[src/sv/pps_pkg.sv]
// Package for the preemptive priority scheduler: sizes, process entry type and states.
`default_nettype none
package pps_pkg;

  // Batch capacity and the widths that follow from it.
  localparam int MAX_PROCESSES = 16;
  localparam int IDX_W = (MAX_PROCESSES > 1) ? $clog2(MAX_PROCESSES) : 1;
  localparam int CNT_W = $clog2(MAX_PROCESSES + 1);

  // Fixed field widths of the request and result channels.
  localparam int ARR_W   = 16;
  localparam int BURST_W = 16;
  localparam int URG_W   = 8;
  localparam int TIME_W  = 23;
  localparam int SPAN_W  = 22;
  localparam int PNUM_W  = 7;

  // One stored process.
  typedef struct packed {
    logic [ARR_W-1:0]   arrival;
    logic [BURST_W-1:0] burst;
    logic [URG_W-1:0]   urgency;
    logic [BURST_W-1:0] remaining;
    logic [TIME_W-1:0]  finish;
  } entry_t;

  // Sequencer states.
  typedef enum logic [4:0] {
    ST_LOAD   = 5'b00001,
    ST_SCAN   = 5'b00010,
    ST_DECIDE = 5'b00100,
    ST_APPLY  = 5'b01000,
    ST_EMIT   = 5'b10000
  } state_t;

endpackage
`default_nettype wire

[src/sv/pps_if.sv]
// Channel interfaces for process requests and scheduling results.
`default_nettype none
interface pps_proc_if;
  import pps_pkg::*;
  logic               valid;
  logic               ready;
  logic [ARR_W-1:0]   arrival_time;
  logic [BURST_W-1:0] burst_length;
  logic [URG_W-1:0]   urgency;
  logic               last_process;

  modport source (output valid, arrival_time, burst_length, urgency, last_process,
                  input ready);
  modport sink (input valid, arrival_time, burst_length, urgency, last_process,
                output ready);
endinterface

interface pps_result_if;
  import pps_pkg::*;
  logic              valid;
  logic              ready;
  logic [PNUM_W-1:0] process_number;
  logic [TIME_W-1:0] finish_time;
  logic [SPAN_W-1:0] turnaround;
  logic [SPAN_W-1:0] wait_time;
  logic              last_result;

  modport source (output valid, process_number, finish_time, turnaround, wait_time,
                  last_result, input ready);
  modport sink (input valid, process_number, finish_time, turnaround, wait_time,
                last_result, output ready);
endinterface
`default_nettype wire

[src/sv/preemptive_priority_scheduler_top.sv]
// Preemptive priority scheduler: process store, scan sequencer and result register.
// Loading accepts one request per cycle; the request marked last starts scheduling.
// Each event of a batch of n processes scans all n entries through the shared compare unit,
// then sizes the run and applies it, or jumps to the next arrival when nothing is ready.
// Results then leave at one per cycle while the receiver is ready, and the next batch loads while the last one waits.
// Synchronous reset returns the block to loading with an empty batch.
`default_nettype none
module preemptive_priority_scheduler_top (
  input  wire logic clk,
  input  wire logic rst,
  pps_proc_if.sink     proc_in,
  pps_result_if.source result_out
);
  import pps_pkg::*;

  // Process store, read at a single index.
  entry_t store [MAX_PROCESSES];

  state_t             state;
  logic [CNT_W-1:0]   count;
  logic [CNT_W-1:0]   n_count;
  logic [CNT_W-1:0]   done_count;
  logic [CNT_W-1:0]   idx;
  logic [TIME_W-1:0]  cur;

  // Best candidate and nearest future arrival of the current scan.
  logic               found;
  logic [IDX_W-1:0]   best_idx;
  logic [URG_W-1:0]   best_urg;
  logic [ARR_W-1:0]   best_arr;
  logic [BURST_W-1:0] best_rem;
  logic               next_valid;
  logic [ARR_W-1:0]   next_arr;
  logic [BURST_W-1:0] run_len;

  // Output register.
  logic               out_valid;
  logic [PNUM_W-1:0]  out_pnum;
  logic [TIME_W-1:0]  out_fin;
  logic [SPAN_W-1:0]  out_tat;
  logic [SPAN_W-1:0]  out_wt;
  logic               out_last;

  entry_t             rd;
  logic               live;
  logic               arrived;
  logic               better;
  logic               earlier;
  logic               idx_last;
  logic               stored;
  logic [BURST_W-1:0] burst_fix;
  logic [ARR_W-1:0]   gap;
  logic [TIME_W-1:0]  cur_sum;
  logic [BURST_W-1:0] rem_left;
  logic [TIME_W-1:0]  tat_full;
  logic [TIME_W-1:0]  wt_full;
  logic               emit_go;

  // Single read port and the shared compare unit of the scan.
  always_comb begin
    rd       = store[idx[IDX_W-1:0]];
    live     = (rd.remaining != '0);
    arrived  = (TIME_W'(rd.arrival) <= cur);
    better   = !found || (rd.urgency < best_urg) ||
               ((rd.urgency == best_urg) && (rd.arrival < best_arr));
    earlier  = !next_valid || (rd.arrival < next_arr);
    idx_last = (CNT_W'(idx + 1'b1) == n_count);
  end

  // Loading, run sizing, run application and result arithmetic.
  always_comb begin
    stored    = (count < CNT_W'(MAX_PROCESSES));
    burst_fix = (proc_in.burst_length == '0) ? BURST_W'(1) : proc_in.burst_length;
    gap       = next_arr - cur[ARR_W-1:0];
    cur_sum   = cur + TIME_W'(run_len);
    rem_left  = best_rem - run_len;
    tat_full  = rd.finish - TIME_W'(rd.arrival);
    wt_full   = tat_full - TIME_W'(rd.burst);
    emit_go   = !out_valid || result_out.ready;
  end

  assign proc_in.ready = (state == ST_LOAD);

  assign result_out.valid          = out_valid;
  assign result_out.process_number = out_pnum;
  assign result_out.finish_time    = out_fin;
  assign result_out.turnaround     = out_tat;
  assign result_out.wait_time      = out_wt;
  assign result_out.last_result    = out_last;

  // Store writes: new processes while loading, progress while applying a run.
  always_ff @(posedge clk) begin
    if (state == ST_LOAD && proc_in.valid && stored) begin
      store[count[IDX_W-1:0]].arrival   <= proc_in.arrival_time;
      store[count[IDX_W-1:0]].burst     <= burst_fix;
      store[count[IDX_W-1:0]].urgency   <= proc_in.urgency;
      store[count[IDX_W-1:0]].remaining <= burst_fix;
    end else if (state == ST_APPLY) begin
      store[best_idx].remaining <= rem_left;
      if (rem_left == '0) begin
        store[best_idx].finish <= cur_sum;
      end
    end
  end

  // Sequencer.
  always_ff @(posedge clk) begin
    if (rst) begin
      state      <= ST_LOAD;
      count      <= '0;
      n_count    <= '0;
      done_count <= '0;
      idx        <= '0;
      cur        <= '0;
      found      <= 1'b0;
      next_valid <= 1'b0;
      out_valid  <= 1'b0;
    end else begin
      // The result register fills while emitting and empties once its result is taken.
      if (state == ST_EMIT && emit_go) begin
        out_valid <= 1'b1;
      end else if (result_out.ready) begin
        out_valid <= 1'b0;
      end
      unique case (state)
        ST_LOAD: begin
          if (proc_in.valid) begin
            if (stored) begin
              count <= CNT_W'(count + 1'b1);
            end
            if (proc_in.last_process) begin
              n_count    <= stored ? CNT_W'(count + 1'b1) : count;
              done_count <= '0;
              cur        <= '0;
              idx        <= '0;
              found      <= 1'b0;
              next_valid <= 1'b0;
              state      <= ST_SCAN;
            end
          end
        end
        ST_SCAN: begin
          if (live && arrived && better) begin
            found    <= 1'b1;
            best_idx <= idx[IDX_W-1:0];
            best_urg <= rd.urgency;
            best_arr <= rd.arrival;
            best_rem <= rd.remaining;
          end
          if (live && !arrived && earlier) begin
            next_valid <= 1'b1;
            next_arr   <= rd.arrival;
          end
          if (idx_last) begin
            state <= ST_DECIDE;
          end else begin
            idx <= CNT_W'(idx + 1'b1);
          end
        end
        ST_DECIDE: begin
          if (!found) begin
            // Nothing ready: jump to the next arrival and scan again.
            cur        <= TIME_W'(next_arr);
            idx        <= '0;
            next_valid <= 1'b0;
            state      <= ST_SCAN;
          end else begin
            // Run until completion or the next arrival, whichever is sooner.
            run_len <= (next_valid && (gap < best_rem)) ? gap : best_rem;
            state   <= ST_APPLY;
          end
        end
        ST_APPLY: begin
          cur        <= cur_sum;
          idx        <= '0;
          found      <= 1'b0;
          next_valid <= 1'b0;
          if (rem_left == '0) begin
            done_count <= CNT_W'(done_count + 1'b1);
            if (CNT_W'(done_count + 1'b1) == n_count) begin
              state <= ST_EMIT;
            end else begin
              state <= ST_SCAN;
            end
          end else begin
            state <= ST_SCAN;
          end
        end
        ST_EMIT: begin
          if (emit_go) begin
            out_pnum  <= PNUM_W'(PNUM_W'(idx) + 1'b1);
            out_fin   <= rd.finish;
            out_tat   <= tat_full[SPAN_W-1:0];
            out_wt    <= wt_full[SPAN_W-1:0];
            out_last  <= idx_last;
            if (idx_last) begin
              count <= '0;
              cur   <= '0;
              state <= ST_LOAD;
            end else begin
              idx <= CNT_W'(idx + 1'b1);
            end
          end
        end
        default: begin
          state <= ST_LOAD;
        end
      endcase
    end
  end

endmodule
`default_nettype wire
[src/flat_wrapper.sv]
// flat-port wrapper written by rule: the top's interface ports become plain ports
module preemptive_priority_scheduler_top_flat import pps_pkg::*;
  (clk, rst, proc_in_valid, proc_in_arrival_time, proc_in_burst_length, proc_in_urgency, proc_in_last_process, proc_in_ready, result_out_valid, result_out_process_number, result_out_finish_time, result_out_turnaround, result_out_wait_time, result_out_last_result, result_out_ready);
  pps_proc_if proc_in_i ();
  pps_result_if result_out_i ();
  input  wire logic clk;
  input  wire logic rst;
  input wire logic [$bits(proc_in_i.valid)-1:0] proc_in_valid;
  input wire logic [$bits(proc_in_i.arrival_time)-1:0] proc_in_arrival_time;
  input wire logic [$bits(proc_in_i.burst_length)-1:0] proc_in_burst_length;
  input wire logic [$bits(proc_in_i.urgency)-1:0] proc_in_urgency;
  input wire logic [$bits(proc_in_i.last_process)-1:0] proc_in_last_process;
  output wire logic [$bits(proc_in_i.ready)-1:0] proc_in_ready;
  output wire logic [$bits(result_out_i.valid)-1:0] result_out_valid;
  output wire logic [$bits(result_out_i.process_number)-1:0] result_out_process_number;
  output wire logic [$bits(result_out_i.finish_time)-1:0] result_out_finish_time;
  output wire logic [$bits(result_out_i.turnaround)-1:0] result_out_turnaround;
  output wire logic [$bits(result_out_i.wait_time)-1:0] result_out_wait_time;
  output wire logic [$bits(result_out_i.last_result)-1:0] result_out_last_result;
  input wire logic [$bits(result_out_i.ready)-1:0] result_out_ready;
  assign proc_in_i.valid = proc_in_valid;
  assign proc_in_i.arrival_time = proc_in_arrival_time;
  assign proc_in_i.burst_length = proc_in_burst_length;
  assign proc_in_i.urgency = proc_in_urgency;
  assign proc_in_i.last_process = proc_in_last_process;
  assign proc_in_ready = proc_in_i.ready;
  assign result_out_valid = result_out_i.valid;
  assign result_out_process_number = result_out_i.process_number;
  assign result_out_finish_time = result_out_i.finish_time;
  assign result_out_turnaround = result_out_i.turnaround;
  assign result_out_wait_time = result_out_i.wait_time;
  assign result_out_last_result = result_out_i.last_result;
  assign result_out_i.ready = result_out_ready;
  preemptive_priority_scheduler_top u_core (.clk(clk), .rst(rst), .proc_in(proc_in_i), .result_out(result_out_i));
endmodule
[config.mk]
export PLATFORM = sky130hd
export DESIGN_NAME = preemptive_priority_scheduler_top_flat
export DESIGN_NICKNAME = d
export VERILOG_FILES = /design/src/sv/pps_pkg.sv /design/src/sv/pps_if.sv /design/src/sv/preemptive_priority_scheduler_top.sv /design/src/flat_wrapper.sv
export SDC_FILE = /design/constraint.sdc
export NUM_CORES = 1
export LEC_CHECK = 0
export BUFFER_PORTS_ARGS = -buffer_cell sky130_fd_sc_hd__buf_4
export CORE_MARGIN = 4
export CORE_UTILIZATION = 40
export DETAILED_ROUTE_END_ITERATION = 10
export GPL_TIMING_DRIVEN = 0
export PLACE_DENSITY = 0.62
export SETUP_SLACK_MARGIN = 0.02
export SYNTH_ARGS = -nofsm -noshare
export SYNTH_HDL_FRONTEND = slang
export SYNTH_SLANG_ARGS = --single-unit
[constraint.sdc]
create_clock -name clk -period 11.3 [get_ports clk]
set_input_delay 2.26 -clock clk [delete_from_list [all_inputs] [get_ports clk]]
set_output_delay 2.26 -clock clk [all_outputs]
set_load 0.05 [all_outputs]
---- Yosys cells after proc, flatten, opt, wreduce, memory -nomap -nowiden ----
Memory sizes are Yosys's and may differ from the RTL's. A register that Yosys moved wholly into a read port is not among the register bits.
Cells that the tools add are included.
storage, ports and cells
  register bits ........................... 202
  bits in writable memories ............... 1264
  input port bits ......................... 45
  output and inout bits ................... 77
  logic and storage cells ................. 147
  memories kept ........................... 1
operators by class
  $add $sub $neg .......................... 9
  magnitude comparators ................... 6
  eq/ne operators ......................... 17
  muxes and demuxes ....................... 53
  bitwise gates (word level) .............. 1
  reductions and logical operators ........ 40
memories
  name          words  width  read ports  clocked after memory_dff  wr ports  line                                     RTL
  u_core.store  16     79     1           1                         1         preemptive_priority_scheduler_top.sv:17  entry_t store [MAX_PROCESSES];
operators by type and width
  kind                   count
  $mux W23               5
  $pmux W23 S4           1
  $mux W5                17
  $mux W79               1
  $reduce_or A79 Y1      1
  $pmux W5 S5            2
  $lt A16 B16 Y1         3
  $sub A22 B16 Y22       2
  $logic_not A16 Y1      2
  $mux W16               2
  $sub A16 B16 Y16       2
  $add A23 B16 Y23       1
  $le A16 B23 Y1         1
  $pmux W5 S2            2
  $mux W1                16
  $mux W4                4
  $reduce_bool A16 Y1    1
  $add A5 B1 Y5 const B  3
  $reduce_and A3 Y1      5
  $reduce_and A5 Y1      3
  $reduce_and A4 Y1      3
  $eq A5 B5 Y1           2
  $ne A2 B1 Y1 const B   5
  $logic_and A1 B1 Y1    9
  21 further kinds       33

---- Logic depth before layout (Yosys ltp) ----
  word-level depth ........................ 8
  gate-level depth with buffers ........... 29
  depth with buffers taken out ............ 23

---- Least setup slack after synthesis ----
OpenSTA, ideal clock, no wires.
  kind .................................... input-to-reg
  start point ............................. input rst
  end point ............................... register u_core.out_fin[0] (netlist: u_core.result_out.finish_time[0]), enable pin
  setup time .............................. 0.597 ns
  arrival ................................. 7.725 ns
  data required time ...................... 10.703 ns
  path slack .............................. 2.978 ns
  stages on the path ...................... 3
  buffers on the path ..................... 2
  path through ............................ clkbuf_1 -> clkbuf_1 -> nor3_1
between the ends
  longest elaborated chain between the ends .. 2
RTL lines
  element                      line                                      RTL
  start: declaration           flat_wrapper.sv:7                         input wire logic rst;
  $not A1 Y1 (no line)         -
  $reduce_and A3 Y1 (no line)  -
  end signal: assignment       preemptive_priority_scheduler_top.sv:192  out_fin <= rd.finish;
  end: declaration             preemptive_priority_scheduler_top.sv:39   logic [TIME_W-1:0] out_fin;
Every way passes these cells.
A chain may end at the register's enable or synchronous reset.

==> flow_summary.json <==
{
  "status": "completed",
  "crit_arrival_ps": 9020,
  "placed_cells": 5508,
  "htreeDepth": 4,
  "crit_slowest_cell": "buf_1",
  "ioPinCount": 122,
  "dieArea_um2": 160000,
  "dr.max_layer_used": "met5",
  "clkSlewWorstSetupHoldPaths_ps": 60,
  "max_stage_delay_ps": 790,
  "setup_violations": 0,
  "die_h_um": 400,
  "cp.depth": 27,
  "timing.hold.ws_ps": 491,
  "hold_violations": 0,
  "hold-path-cell-count": 2,
  "max_freq_mhz": 117,
  "fin_cells": 5784,
  "wl_per_cell_um": 28.5,
  "cts_buffers": 152,
  "post_dp_cell_area_um2": 66800,
  "min_period_ps": 8510,
  "antenna_found_initial": 7,
  "core_area_um2": 152000,
  "synth_area_leaders": "edfxtp_1 69%, mux4_2 14%, ha_1 3.0%",
  "root_buffer": "clkbuf_16",
  "tns_ps": 0,
  "dr_wl_met2_mm": 76.6,
  "drc": 0,
  "cts_tree": "yes",
  "worstSetupPathType": "reg2reg",
  "synth-edff-count": 1414,
  "cts-resized-gates": 0,
  "area_growth_pct": 16.7,
  "insertion_delay_ps": 780,
  "synth_top_area_cell": "edfxtp_1",
  "synth_top_area_share_pct": 69.2,
  "post_cts_buffers": 0,
  "synth-seq-area-share_pct": 71.0,
  "grt_max_degree": 33,
  "grt_pass1_wl_mm": 237,
  "grt_pass1_vias": 32953,
  "fin_nets": 3831,
  "crit_fanout": 10,
  "finish.instance_area_um2": 71600,
  "maxCapViolations": 0,
  "nFillCells": 12643,
  "first_pass_iters": 5,
  "io_buffers": 120,
  "finClkSkew_ps": 36.8,
  "hold_end": "u_core.done_count[4]",
  "ant_nets": 0,
  "yosys_warnings": 0,
  "synthCells": 3238,
  "m1WireLength_mm": 69.6,
  "worstPathRequired_ps": 11810,
  "ir_drop_mv": 0.162,
  "avgSynthCellArea_um2": 19.0,
  "via_count": 32891,
  "min_from": "u_core.done_count[4]",
  "hold_path_class": "reg2reg",
  "rsz0062_at_grt": "no",
  "cpLargestDelayFamily": "buffers and inverters",
  "cts.sinks": 1469,
  "ys_ff_latch": 1469,
  "syn_area_um2": 61400,
  "synth_cell_type_count": 84,
  "grtUsageTotal_pct": 20.7,
  "cts_hold_buf": 0,
  "post-place-ws_ps": 2830,
  "r2r-end": "u_core.result_out.wait_time[17]",
  "power.density_nw_per_um2": 181,
  "rr_worst_depth": 27,
  "synth_common_cells": "1,414 x edfxtp_1, 384 x mux4_2, 160 x inv_1, 149 x ha_1, 135 x nor2_1",
  "syn_nets": 3437,
  "crit_buf_inv": 7,
  "p_leak_nw": 24.1,
  "drt_iter0_drc": 3467,
  "maxSlewHeadroom_pct": 5.17,
  "start_kind": "flip-flop",
  "min_period_over_period_pct": 75.3,
  "slew_viol_final": 0,
  "dr_wl_met3_mm": 13.2,
  "hpwlAfterDp_mm": 117,
  "reg2reg_slack_ps": 2790,
  "worst_slack_ps": 2790,
  "cp-end-kind": "flip-flop",
  "routed_via_density": 5.69,
  "cts_buffer_depth": 3,
  "gp_congestion": 0.886,
  "synth.most_common_cell": "edfxtp_1",
  "start_util_pct": 40.3,
  "grt_overflow": 0,
  "worst_pin_slew_ps": 1420,
  "num_rows": 143,
  "finalWirelength_mm": 165,
  "synthFlopType": "edfxtp_1",
  "cpMostUsedCell": "buf_2",
  "drive_above_1_share_pct": 25.7,
  "postSynth.asyncResetShare_pct": 0,
  "die_w_um": 400
}
-- worst max path at each step --
stage | startpoint | endpoint
2_1_floorplan | rst | u_core.result_out.finish_time[0]
3_3_place_gp | rst | u_core.result_out.finish_time[10]
3_5_place_dp | flip-flop | u_core.result_out.wait_time[17]
4_1_cts | flip-flop | u_core.result_out.wait_time[17]
5_1_grt | flip-flop | u_core.result_out.wait_time[17]
6_report | flip-flop | u_core.result_out.wait_time[17]
-- stage by stage --
| step | total power (W) | util, % |
|---|---|---|
| 6_report | 0.0130 | 47.0 |
| 5_1_grt | 0.0135 | 47.0 |
| 4_1_cts | 0.0130 | 47.0 |
| 3_5_place_dp | 0.00820 | 43.9 |
| 3_3_place_gp | 0.00812 | 42.6 |
| 2_1_floorplan | 0.00755 | - |
-- layout make-up --
class | count | area, µm² | area share (%)
flip-flops and latches | 1469 | 43600 | 60.8
multi-input cells | 1483 | 16900 | 23.6
clock buffers | 192 | 4040 | 5.64
repair buffers | 240 | 2600 | 3.63
well taps | 2030 | 2540 | 3.55
clock inverters | 78 | 754 | 1.05
inverters | 160 | 601 | 0.839
plain buffers | 126 | 564 | 0.788
diodes | 6 | 15.0 | 0.0210
-- cells in the final DEF (no fill, tap or decap), types with 20 or more instances in the layout --
master / n
nor2_4: 20
ha_1: 149
nor2_1: 102
nor3_2: 20
buf_2: 28
dfxtp_1: 55
o21bai_1: 20
a21oi_1: 81
buf_4: 129
xor2_1: 33
nand2_1: 48
nor3_1: 35
buf_1: 29
edfxtp_1: 1414
inv_1: 160
nand3_1: 33
clkinv_1: 27
buf_6: 76
a31oi_1: 21
and2_1: 48
a211oi_1: 46
o21ai_0: 55
clkbuf_16: 155
mux4_2: 384
clkinv_2: 26
a21o_1: 43
clkbuf_1: 96
xnor2_1: 63
-- power breakdown --
group	internal [W]	leakage, nW	switching [W]
logic	0.000737	7.66	0.00117
clock network	0.00277	2.35	0.00209
registers	0.00614	14.1	0.0000563
-- worst min-delay path: stages (launching register included) --
cell and delay (ps):
dfxtp_1 320, nand3_1 60, a21oi_1 60
-- cells by family (layout without fill, tap and decap cells) --
kind of cell	Yosys count	after routing	synth area share (%)
AO/OA/AOI/OAI	372	372	4.07
XOR/XNOR	97	97	1.40
adder cells (fa/ha/maj)	156	156	3.23
buffers and inverters	286	796	1.90
flip-flops	1469	1469	71.0
multiplexers	412	412	14.7
other	1	7	0.00611
AND/OR/NAND/NOR	445	445	3.70
-- registers in the layout, summed over array words and instances (netlist names), 8 cells and up, named ones only --
| signal | cells |
|---|---|
| u_core.result_out.wait_time | 22 |
| u_core.best_rem | 16 |
| u_core.result_out.turnaround | 22 |
| u_core.best_arr | 16 |
| u_core.best_urg | 8 |
| u_core.result_out.finish_time | 23 |
| u_core.store | 1264 |
| u_core.next_arr | 16 |
| u_core.run_len | 16 |
| u_core.cur | 23 |
-- per-layer routing --
metal / GRT usage, % / up-vias
li1: - / 14008
met3: 3.96 / 260
met2: 32.3 / 1364
met5: 0 / -
met1: 29.6 / 17255
met4: 6.80 / 4
Power figures use the tool's default switching activity.
